## src/rtl/tsp_pkg.sv

```systemverilog
`timescale 1ns / 1ps
// ----------------------------------------------------------------------------
// tsp_pkg
// Shared types, widths and register indexes of the trapezoid speed profile.
// ----------------------------------------------------------------------------
package tsp_pkg;

	localparam int POS_W      = 24;
	localparam int SPEED_W    = 14;
	localparam int FRAC_W     = 17;
	localparam int FRAC_SHIFT = 16;
	localparam int SQ_W       = 2 * SPEED_W;
	localparam int DEN_W      = POS_W + FRAC_W;
	localparam int PROD_W     = SQ_W + POS_W;
	localparam int DIV_STEPS  = SQ_W;
	localparam int SQRT_STEPS = SPEED_W;

	localparam logic [FRAC_W-1:0]  FRAC_ONE  = FRAC_W'(1 << FRAC_SHIFT);
	localparam logic [SPEED_W-1:0] SPEED_MAX = {SPEED_W{1'b1}};

	// register indexes of the configuration port
	localparam logic [2:0] REG_START_POS   = 3'd0;
	localparam logic [2:0] REG_END_POS     = 3'd1;
	localparam logic [2:0] REG_START_SPEED = 3'd2;
	localparam logic [2:0] REG_PEAK_SPEED  = 3'd3;
	localparam logic [2:0] REG_FINISH_SPD  = 3'd4;
	localparam logic [2:0] REG_ACCEL_FRAC  = 3'd5;
	localparam logic [2:0] REG_DECEL_FRAC  = 3'd6;

	// profile phase as reported on the output
	typedef enum logic [2:0] {
		PH_INVALID = 3'd0,
		PH_CONST   = 3'd1,
		PH_BEFORE  = 3'd2,
		PH_PAST    = 3'd3,
		PH_ACCEL   = 3'd4,
		PH_CRUISE  = 3'd5,
		PH_DECEL   = 3'd6
	} phase_t;

	typedef struct packed {
		logic signed [POS_W-1:0] start_position;
		logic signed [POS_W-1:0] end_position;
		logic [SPEED_W-1:0]      start_speed;
		logic [SPEED_W-1:0]      peak_speed;
		logic [SPEED_W-1:0]      finish_speed;
		logic [FRAC_W-1:0]       accel_fraction;
		logic [FRAC_W-1:0]       decel_fraction;
	} cfg_t;

	// classified item; kind PH_ACCEL stands for "somewhere on the path"
	typedef struct packed {
		phase_t             kind;
		logic               rev;
		logic [POS_W-1:0]   s;
		logic [POS_W-1:0]   ssu;
	} item_t;

	// side information that rides along the arithmetic pipeline
	typedef struct packed {
		phase_t             phase;
		logic [SPEED_W-1:0] speed;
		logic               neg;
		logic               use_div;
	} sb_t;

	typedef struct packed {
		sb_t             sb;
		logic [SQ_W-1:0] base;
		logic            sub;
	} div_tag_t;

endpackage

```

## src/rtl/tsp_front.sv

```systemverilog
`timescale 1ns / 1ps
// ----------------------------------------------------------------------------
// tsp_front
// Accepts position beats, classifies them against the profile and queues them.
// ----------------------------------------------------------------------------
module tsp_front import tsp_pkg::*; (
	input  logic                    clk,
	input  logic                    arst_n,
	input  cfg_t                    cfg,
	input  logic                    in_valid,
	output logic                    in_ready,
	input  logic signed [POS_W-1:0] position,
	input  logic                    pop,
	output logic                    head_valid,
	output item_t                   head
);

	logic                  rev;
	logic                  invalid;
	logic signed [POS_W:0] dse;
	logic signed [POS_W:0] dsp;
	item_t                 item;
	item_t                 mem_q [2];
	logic                  wr_ptr_q;
	logic                  rd_ptr_q;
	logic [1:0]            cnt_q;
	logic                  push;
	logic                  do_pop;

	// classification of the incoming position
	always_comb begin
		dse = (POS_W+1)'(cfg.end_position) - (POS_W+1)'(cfg.start_position);
		dsp = (POS_W+1)'(position) - (POS_W+1)'(cfg.start_position);
		rev = cfg.end_position < cfg.start_position;
		invalid = (cfg.accel_fraction > FRAC_ONE) || (cfg.decel_fraction > FRAC_ONE) ||
			(cfg.peak_speed < cfg.start_speed);
		item.rev = rev;
		item.ssu = dse[POS_W] ? POS_W'(-dse) : dse[POS_W-1:0];
		item.s   = dsp[POS_W] ? POS_W'(-dsp) : dsp[POS_W-1:0];
		if (invalid) begin
			item.kind = PH_INVALID;
		end else if (cfg.start_position == cfg.end_position) begin
			item.kind = PH_CONST;
		end else if (rev ? (position > cfg.start_position) : (position < cfg.start_position)) begin
			item.kind = PH_BEFORE;
		end else if (rev ? (position < cfg.end_position) : (position > cfg.end_position)) begin
			item.kind = PH_PAST;
		end else begin
			item.kind = PH_ACCEL;
		end
	end

	// two-entry queue towards the arithmetic part
	assign in_ready   = cnt_q != 2'd2;
	assign push       = in_valid && in_ready;
	assign head_valid = cnt_q != 2'd0;
	assign do_pop     = pop && head_valid;
	assign head       = mem_q[rd_ptr_q];

	always_ff @(posedge clk) begin
		if (push) begin
			mem_q[wr_ptr_q] <= item;
		end
	end

	always_ff @(posedge clk or negedge arst_n) begin
		if (!arst_n) begin
			wr_ptr_q <= 1'b0;
			rd_ptr_q <= 1'b0;
			cnt_q    <= 2'd0;
		end else begin
			if (push) begin
				wr_ptr_q <= ~wr_ptr_q;
			end
			if (do_pop) begin
				rd_ptr_q <= ~rd_ptr_q;
			end
			cnt_q <= cnt_q + 2'(push) - 2'(do_pop);
		end
	end

endmodule

```

## config.mk

```make
export PLATFORM = sky130hd
export DESIGN_NAME = tsp_front
export DESIGN_NICKNAME = d
export VERILOG_FILES = /design/src/rtl/tsp_pkg.sv /design/src/rtl/tsp_front.sv
export SDC_FILE = /design/constraint.sdc
export NUM_CORES = 1
export LEC_CHECK = 0
export BUFFER_PORTS_ARGS = -buffer_cell sky130_fd_sc_hd__buf_4
export CAP_MARGIN = 5
export CORE_ASPECT_RATIO = 1.5
export CORE_UTILIZATION = 35
export CTS_CLUSTER_SIZE = 28
export DETAILED_ROUTE_END_ITERATION = 16
export PLACE_DENSITY_LB_ADDON = 0.25
export SLEW_MARGIN = 20
export SYNTH_ARGS = -nofsm -noshare
export SYNTH_HDL_FRONTEND = slang
export SYNTH_SLANG_ARGS = --single-unit
```

## constraint.sdc

```tcl
create_clock -name clk -period 4.5 [get_ports clk]
set_input_delay 0.225 -clock clk [delete_from_list [all_inputs] [get_ports clk]]
set_output_delay 0.225 -clock clk [all_outputs]
set_load 0.01 [all_outputs]
```

==> metrics, run 1 <==
status complete, no violations; Slew HR 40.47%; Ports 206; Clock Root Buffer clkbuf_16; synthesized cell area 9319 µm²; Routed WL per cell 18.19 µm; vias per cell 5.424; Final Hold Viols 0; total gr overflow 0; Clk Latency, worst-skew pair 0.37 ns; GRT busiest layer met2; worst reg2reg path startpoint cnt_q[1]; clk slew on worst S/H paths 0.08 ns; GRT met2 Usage 34.30%; setup bufs post-CTS 0; Async SR Flop Fraction 3.704%; area delta synth->final 22.37%; Starting DRT DRC Count 477; MaxCap Viol Count 0; kind of critical path input port to register; post-synthesis sequential area ratio 34.59%; predominant post-synthesis flop cell edfxtp_1; reg2reg end mem_q[0][18]; pin count of the biggest net entering global routing 38; GPL Wtd Cong 0.9088; PortBufs 191; Die Y 201.8 µm; setup slack, reg-to-reg 2.44 ns; gr usage total 19.75%; GR Util met1 23.75%; Remaining DRCs 0; Vias 7,974; pwr/cell area 399.9 nW/µm²; DRT Pass-1 Iters 7; Synth Area per Inst 9.738 µm²; Hold Path End rd_ptr_q; commonest non-fill, non-tap cell in the layout buf_4; HP Class input port to register; CTS H-tree depth 3; Synth Instances 957; Final WS setup 1.248 ns; CP endpoint kind register; Ant. Diodes 0; Final ANT Viol Nets 0; Peak VDD IR 232.7 µV; CP Max Fanout 7; unrepaired setup endpoints after global routing false; first-pass GRT wire length 40.98 mm; Final min period 3.252 ns; Synthesized Nets 1,200; die area 27,300 µm²; commonest cells after routing, fill and taps aside buf_4, edfxtp_1, ha_1; Final nets 1,375; Hold Crit Start pop; Crit path required time 4.59 ns; YS warnings 0; M3 GR Usage 3.963%; Synth Register Bits 108; TritonCTS Sinks 108; reg2reg path depth 4; final total power 4.560 mW; Final period util 72.27%; Startpoint Class input port; Worst Hold Depth 3; Die Width 135.2 µm; Std-Cell Rows 72; post-synth cell types 84; worst-margin pin slew 0.8847 ns; FMAX 307.5 MHz; worst hold margin 0.1765 ns; CTS tree done; setup tns final 0 ns; Pleak 4.898 nW; Clock Path Buffers 2; clock skew 0.006786 ns; fraction of layout cells with a size suffix above 1 27.00%; cts bufs inserted 9; DP Wirelength 22.11 mm; CORE AREA 25,940 µm²; vias in the first global route 7,863; Place WS 0.9382 ns; crit path DAT 3.34 ns; Starting Density 35.92%; Slew Viols, Final 0; initial antenna violation count 0; Post-synth EDFFs 104; Routed WL 26.73 mm; Setup violations, final 0
-- repair_timing --
action                    in CTS  in global routing
gates resized for setup        0                  0
hold endpoints to repair       4                  0
hold buffers                   1                  0
-- cells by family (layout without fill, tap and decap cells) --
kind of cell	after synthesis	in the layout	share of synthesized area [%]
flops	108	108	34.59
mux	59	59	7.049
xor+xnor	76	76	7.223
compound gates	251	251	18.65
fa+ha+maj	91	91	12.38
simple gates	259	259	15.44
buf+inv	113	293	4.672
-- cell type report --
class	instances	area [µm²]
clock buffer	9	225.2
clock inverter	7	82.58
fill	2574	14540
inverter	81	304.0
multi-input combinational	736	5677
sequential	108	3224
tap	333	416.7
timing repair buffer	196	1474
-- metrics by stage --
step / instances / instance area (µm²) / utilization (%)
5_1_grt: 1470 / 11400 / 43.95
2_1_floorplan: 957 / 9319 / -
3_5_place_dp: 1453 / 11090 / 42.73
4_1_cts: 1470 / 11400 / 43.95
3_3_place_gp: 1453 / 11090 / 42.73
6_report: 1470 / 11400 / 43.95
-- how the worst max path moves through the flow --
| stage | startpoint | depth (start not counted) | slack (ns) | endpoint |
|---|---|---|---|---|
| 3_3_place_gp | cfg[100] | 12 | 0.97 | mem_q[0][34] |
| 2_1_floorplan | cnt_q[1] | 3 | 1.19 | mem_q[0][0] |
| 5_1_grt | position[0] | 13 | 0.96 | mem_q[1][33] |
| 6_report | position[0] | 13 | 1.25 | mem_q[0][34] |
| 3_5_place_dp | position[0] | 13 | 0.94 | mem_q[0][34] |
| 4_1_cts | position[0] | 13 | 1.32 | mem_q[1][36] |
-- critical path, stage by stage --
cell,delay [ns]
buf_4,0.07
inv_1,0.06
ha_1,0.24
fa_1,0.41
nor2b_1,0.23
o211ai_2,0.15
nand3_2,0.15
a211oi_1,0.15
o31ai_1,0.53
nand3_1,0.17
a31oi_1,0.62
nor2_1,0.14
xor2_1,0.19
-- registers in the layout, summed over array words and instances (netlist names) --
signal,cells
mem_q,104
rd_ptr_q,1
wr_ptr_q,1
cnt_q,2
-- cell usage after synthesis (all sizes together), types with 5 or more instances --
library cell  number  area, µm²
clkbuf            21      80.07
nor3b              6      55.05
mux2              53      596.8
edfxtp           104       3123
a211oi            11      82.58
nand4             17      112.6
a21oi             62      317.8
xor2              25      219.0
nand2b             6      37.54
a31oi             20      125.1
nor3              16      85.08
nand3             23      130.1
and3              11      68.82
nor2              61      231.5
ha                89       1114
xnor2             51      454.2
buf               11      51.30
o211ai             8      65.06
o21bai             6      56.31
nor4              16      142.6
mux2i              6      60.06
or3                8      55.05
o31ai             12      100.1
and2               9      56.30
o21a              11      82.58
inv               81      304.0
nand2             49      183.9
or2                8      50.05
a21o              36      270.3
nor2b             13      88.83
o211a              5      50.05
o21ai             41      205.2
-- where the power goes --
part	total (mW)	switching, mW	internal (mW)
registers	1.61	0.111	1.50
clock network	0.821	0.381	0.440
logic	2.12	1.12	1.00
-- routing by layer --
metal / wire length (µm) / vias up
met4: 675 / 0
met1: 11210 / 3747
met3: 1597 / 35
met5: 0 / -
li1: - / 3916
met2: 13250 / 276
Note: power is estimated with default switching activity, not from simulation.
==> run 2, diff against run 1 <==
--- a/config.mk
+++ b/config.mk
@@ -5,6 +5,7 @@
 export SDC_FILE = /design/constraint.sdc
 export NUM_CORES = 1
 export LEC_CHECK = 0
+export ABC_AREA = 1
 export BUFFER_PORTS_ARGS = -buffer_cell sky130_fd_sc_hd__buf_4
 export CAP_MARGIN = 5
 export CORE_ASPECT_RATIO = 1.5
==> constraint.sdc (replaced) <==
create_clock -name clk -period 2.73 [get_ports clk]
set_input_delay 0.1365 -clock clk [delete_from_list [all_inputs] [get_ports clk]]
set_output_delay 0.1365 -clock clk [all_outputs]
set_load 0.01 [all_outputs]
==> run 2 against run 1 <==
Global-route usage up 1.5 points. Register-to-register slack got worse by 1.6 ns. Clock skew decreased by 0.0010 ns. Sequential share of layout area down 2.5 points. Core utilization grew 0.38 points. Total power increased by 77%. Die area up 8.2%. Critical path type unchanged. Largest cell class unchanged.
==> metrics, run 2 <==
status complete, no violations; Startpoint Class input port; commonest cells after routing, fill and taps aside nand2_1, inv_1, buf_4; Final Hold Viols 0 (unchanged); Peak VDD IR 302.4 µV (+30%); Clock Path Buffers 2 (unchanged); Pleak 6.774 nW (+38%); HP Class input port to register; vias in the first global route 9,684 (+23%); Vias 9,966 (+25%); synthesized cell area 10,090 µm² (+8.3%); Crit path required time 2.83 ns (-1.76 ns); clock skew 0.005786 ns (-0.001000 ns); CTS H-tree depth 3 (unchanged); Setup violations, final 0 (unchanged); CP Max Fanout 22 (+15); first-pass GRT wire length 48.35 mm (+18%); Place WS -0.01606 ns (-0.9543 ns); Async SR Flop Fraction 3.704% (unchanged); Remaining DRCs 0 (unchanged); CP endpoint kind register; Die Width 140.7 µm (+4.0%); TritonCTS Sinks 108 (unchanged); Largest regs mem_q (104), cnt_q (2); setup tns final 0 ns (unchanged); top cells by count, synth nand2_1, inv_1, edfxtp_1; Clock Root Buffer clkbuf_16; Synth Register Bits 108 (unchanged); area delta synth->final 23.64%; Ports 206 (unchanged); Post-synth EDFFs 104 (unchanged); MaxCap Viol Count 0 (unchanged); cell with the most instances after synthesis nand2_1; Routed WL 30.76 mm (+15%); Final WS setup 0.3206 ns (-0.9271 ns); final total power 8.078 mW (+77%); vias per cell 4.805 (-11%); Clk Latency, worst-skew pair 0.36 ns (about the same); Synth Area per Inst 6.694 µm² (-31%); synth top area cells edfxtp_1, nand2_1, ha_1; crit path DAT 2.51 ns (-0.83 ns); cts bufs inserted 9 (unchanged); worst-margin pin slew 0.5913 ns (-0.2934 ns); DP Wirelength 26.19 mm (+18%); Biggest register mem_q; Final period util 88.26%; Std-Cell Rows 75 (+4.2%); most area-hungry cell type in the Yosys netlist edfxtp_1; Routed WL per cell 14.83 µm (-18%); fraction of layout cells with a size suffix above 1 16.90% (-10 points); PortBufs 191 (unchanged); gr usage total 21.21% (+1.5 points); Final min period 2.409 ns; Starting Density 35.86% (-0.060 points); die area 29,540 µm² (+8.2%); Final ANT Viol Nets 0 (unchanged); CTS tree done; pin count of the biggest net entering global routing 53 (+39%); Yosys top cell area share 30.94% (-2.6 points); Slew Viols, Final 0 (unchanged); Starting DRT DRC Count 589 (+23%); clk slew on worst S/H paths 0.06 ns (-0.02 ns); FMAX 415.0 MHz; Synth Instances 1,508 (+58%); max reg flops 104 (unchanged); GPL Wtd Cong 1.018 (+12%); setup slack, reg-to-reg 0.88 ns (-1.56 ns); DRT Pass-1 Iters 5 (-2); post-synth cell types 45 (-46%); CORE AREA 28,150 µm² (+8.5%); total gr overflow 0 (unchanged); Die Y 210.0 µm (+4.0%); unrepaired setup endpoints after global routing false; predominant post-synthesis flop cell edfxtp_1; initial antenna violation count 0 (unchanged); post-synthesis sequential area ratio 31.93% (-2.7 points); commonest non-fill, non-tap cell in the layout nand2_1; kind of critical path input port to register; Synthesized Nets 1,751 (+46%); Final nets 1,966 (+43%); Slew HR 60.48% (+20 points); pwr/cell area 647.3 nW/µm² (+62%); Ant. Diodes 0 (unchanged); YS warnings 0 (unchanged)
-- run 2: critical path, cell delays in order --
cell and delay (ns):
buf_4 0.14, ha_1 0.21, fa_1 0.41, inv_1 0.12, nand3_1 0.10, nand2_1 0.12, nand2_1 0.07, nand2_1 0.10
nand2_1 0.08, nand2_1 0.08, a21boi_1 0.08, nand2_1 0.08, nand2_2 0.27, nand2_1 0.27, nand2_1 0.09, xor2_1 0.15
-- run 2: power by group --
part / switching (mW) / leakage [nW] / internal [mW] / total, mW
logic: 2.51 / 5.60 / 1.60 / 4.11
clock network: 0.564 / 0.154 / 0.804 / 1.37
registers: 0.112 / 1.01 / 2.49 / 2.60
-- run 2: layout make-up --
type / count / area (µm²)
sequential: 108 / 3223
clock inverter: 6 / 86.33
timing repair buffer: 222 / 1719
inverter: 269 / 1012
clock buffer: 10 / 229.0
fill: 2958 / 15670
tap: 346 / 432.9
multi-input combinational: 1113 / 5778
-- run 2: final timing paths --
| path | startpoint | end | cells after the start |
|---|---|---|---|
| worst min register to register | cnt_q[0] | cnt_q[0] | 1 |
| worst min-delay path | in_valid | wr_ptr_q | 3 |
| max in group asynchronous | arst_n | wr_ptr_q | 2 |
| min in group asynchronous | arst_n | cnt_q[1] | 2 |
| worst max-delay path | cfg[100] | mem_q[1][18] | 16 |
| worst max register to register | cnt_q[1] | mem_q[1][12] | 4 |
-- run 2: repair_timing --
action | 4_1_cts | 5_1_grt
hold buffers | 1 | 0
buffers inserted | 0 | 0
resized for setup | 0 | 0
hold endpoints to repair | 4 | 0
endpoints found under the setup margin | 0 | 0
-- run 2: metal layers --
metal / wire (µm) / share of wire, % / global-route usage [%]
met1: 13120 / 43 / 24.43
met2: 14930 / 49 / 38.50
met3: 1359 / 4.4 / 2.453
met4: 1343 / 4.4 / 10.68
met5: 0 / 0 / 0
-- run 2: metrics by stage --
stage	hold slack, ns	area (µm²)	util, %	instances
floorplan	-0.1591	10100	-	1508
global route	0.06418	12480	44.33	2074
detailed placement	-0.06344	12160	43.18	2057
finish	0.04675	12480	44.33	2074
CTS	0.03094	12480	44.33	2074
global placement	-0.06408	12160	43.18	2057
-- run 2: cell families (layout without fill, tap and decap cells) --
logic type / after synthesis / in the layout / synth area share, %
compound gates: 98 / 98 / 5.231
xor+xnor: 40 / 40 / 3.545
fa+ha+maj: 91 / 91 / 11.43
buf+inv: 287 / 507 / 10.98
flops: 108 / 108 / 31.93
simple gates: 884 / 884 / 36.89
==> run 3, diff against run 2 <==
--- a/config.mk
+++ b/config.mk
@@ -9,9 +9,11 @@
 export BUFFER_PORTS_ARGS = -buffer_cell sky130_fd_sc_hd__buf_4
 export CAP_MARGIN = 5
 export CORE_ASPECT_RATIO = 1.5
+export CORE_MARGIN = 4
 export CORE_UTILIZATION = 35
 export CTS_CLUSTER_SIZE = 28
 export DETAILED_ROUTE_END_ITERATION = 16
+export GPL_ROUTABILITY_DRIVEN = 0
 export PLACE_DENSITY_LB_ADDON = 0.25
 export SLEW_MARGIN = 20
 export SYNTH_ARGS = -nofsm -noshare
==> run 3 against run 2 <==
Setup slack better by 0.020 ns. Maximum frequency up 0.86%. Routed wire length down 2.5%. Global-route usage down 2.5 points. Hold slack worse by 0.010 ns. Core utilization down 0.40 points. Non-clock buffer count down 16.
==> metrics, run 3 (synthesized netlist as in run 2, its figures left out) <==
FILL cells 2,886 (-2.4%); Die Width 146.7 µm (+4.3%); worst reg2reg path startpoint cnt_q[1]; fraction of layout cells with a size suffix above 1 16.12% (-0.78 points); Ant. Diodes 0 (unchanged); Clock Path Buffers 2 (unchanged); Starting Density 35.74% (-0.12 points); kind of critical path input port to register; Final Hold Viols 0 (unchanged); Final period util 87.50% (-0.75 points); Die Y 216.0 µm (+2.9%); cts bufs inserted 9 (unchanged); Peak VDD IR 329.1 µV (+8.8%); DRT Pass-1 Iters 5 (unchanged); Clock Root Buffer clkbuf_16; Routed WL 30.00 mm (-2.5%); TritonCTS Sinks 108 (unchanged); critical path launch point cfg[100]; area delta synth->final 22.93%; CTS H-tree depth 3 (unchanged); Final WS setup 0.3411 ns (+0.02049 ns); initial antenna violation count 0 (unchanged); first-pass GRT wire length 47.76 mm (-1.2%); crit path DAT 2.48 ns (-0.03 ns); reg2reg path depth 7 (+3); pin count of the biggest net entering global routing 54 (+1.9%); CTS tree done; CP Max Fanout 4 (-82%); die area 31,680 µm² (+7.2%); Largest regs mem_q (104), cnt_q (2); max reg flops 104 (unchanged); reg2reg end cnt_q[1]; PortBufs 191 (unchanged); CP endpoint kind register; worst-margin pin slew 0.5671 ns (-0.02427 ns); DP Wirelength 25.49 mm (-2.7%); Routed WL per cell 14.31 µm (-3.5%); gr usage total 18.66% (-2.5 points); Remaining DRCs 0 (unchanged); clk slew on worst S/H paths 0.07 ns (about the same); Final min period 2.389 ns (-0.02049 ns); DP Area 12,080 µm² (-0.59%); vias per cell 4.743 (-1.3%); CP endpoint mem_q[1][19]; post-route cell area 12,410 µm² (-0.57%); Clk Latency, worst-skew pair 0.35 ns (about the same); commonest non-fill, non-tap cell in the layout nand2_1; Setup violations, final 0 (unchanged); Slew HR 62.20% (+1.7 points); pwr/cell area 650.9 nW/µm² (+0.56%); Ports 206 (unchanged); Final nets 1,950 (-0.81%); HP Class input port to register; CORE AREA 28,250 µm² (+0.33%); Biggest register mem_q; setup slack, reg-to-reg 1.14 ns (+0.26 ns); vias in the first global route 9,582 (-1.1%); clock skew 0.005851 ns (+0.00006531 ns); Final ANT Viol Nets 0 (unchanged); Place WS -0.002256 ns (+0.01380 ns); FMAX 418.6 MHz (+0.86%); total gr overflow 0 (unchanged); Crit path required time 2.82 ns (about the same); register area 3223 µm² (unchanged); Pleak 6.697 nW (-1.1%); unrepaired setup endpoints after global routing false; commonest cells after routing, fill and taps aside nand2_1, inv_1, buf_4; setup bufs post-CTS 0 (unchanged); Starting DRT DRC Count 549 (-6.8%); MaxCap Viol Count 0 (unchanged); Slew Viols, Final 0 (unchanged); Std-Cell Rows 75 (unchanged); Vias 9,947 (-0.19%); Startpoint Class input port; status complete, no violations; multi-input combinational cell area 5778 µm² (unchanged)
-- run 3: repair_timing --
item,in CTS,in global routing
hold buffers,1,0
gates resized for setup,0,0
endpoints found under the hold margin,4,0
-- run 3: metrics by stage --
step	util, %	hold slack (ns)	instances	power (mW)	TNS (ns)
floorplan	-	-0.1591	1508	5.065	0
global placement	42.78	-0.06356	2080	6.739	0
detailed placement	42.78	-0.06368	2080	6.804	-0.004507
CTS	43.93	0.02251	2097	8.189	0
global route	43.93	0.06207	2097	8.742	0
finish	43.93	0.03672	2097	8.077	0
-- run 3: how the worst min path moves through the flow --
stage | from | end | slack, ns | cells after the start
6_report | in_valid | wr_ptr_q | 0.04 | 3
5_1_grt | in_valid | wr_ptr_q | 0.06 | 3
4_1_cts | in_valid | wr_ptr_q | 0.02 | 3
3_5_place_dp | arst_n | wr_ptr_q | -0.06 | 1
3_3_place_gp | arst_n | wr_ptr_q | -0.06 | 1
2_1_floorplan | arst_n | cnt_q[0] | -0.16 | 0
-- run 3: area by class of cell --
cell class | count | share of cell area, %
sequential | 108 | 25.97
tap | 385 | 3.882
clock buffer | 10 | 1.845
multi-input combinational | 1113 | 46.56
timing repair buffer | 206 | 12.89
clock inverter | 6 | 0.6957
inverter | 269 | 8.157
-- run 3: worst max-delay path, cell delays in order --
cell	delay, ns
buf_4	0.13
ha_1	0.21
fa_1	0.41
inv_1	0.12
nand2_1	0.06
nand2_1	0.08
nand3_1	0.09
nand2_1	0.10
nand2_1	0.05
nand2_1	0.13
nand2_1	0.09
nor2_2	0.10
nand2_1	0.10
nor2_2	0.17
nand3_1	0.12
inv_1	0.10
nand3_1	0.09
nand3_1	0.08
nand2_1	0.10
-- run 3: report_power, final --
| part | internal [mW] | switching, mW | leakage (nW) |
|---|---|---|---|
| sequential | 2.49 | 0.114 | 1.01 |
| clock | 0.804 | 0.570 | 0.154 |
| combinational | 1.57 | 2.53 | 5.53 |
-- run 3: per-layer routing --
layer	share of wire (%)	vias up	track usage (%)
met5	0	-	0
met4	3.2	0	7.313
met3	6.1	48	2.308
met2	48	316	32.59
met1	43	4415	23.33
li1	-	5168	-
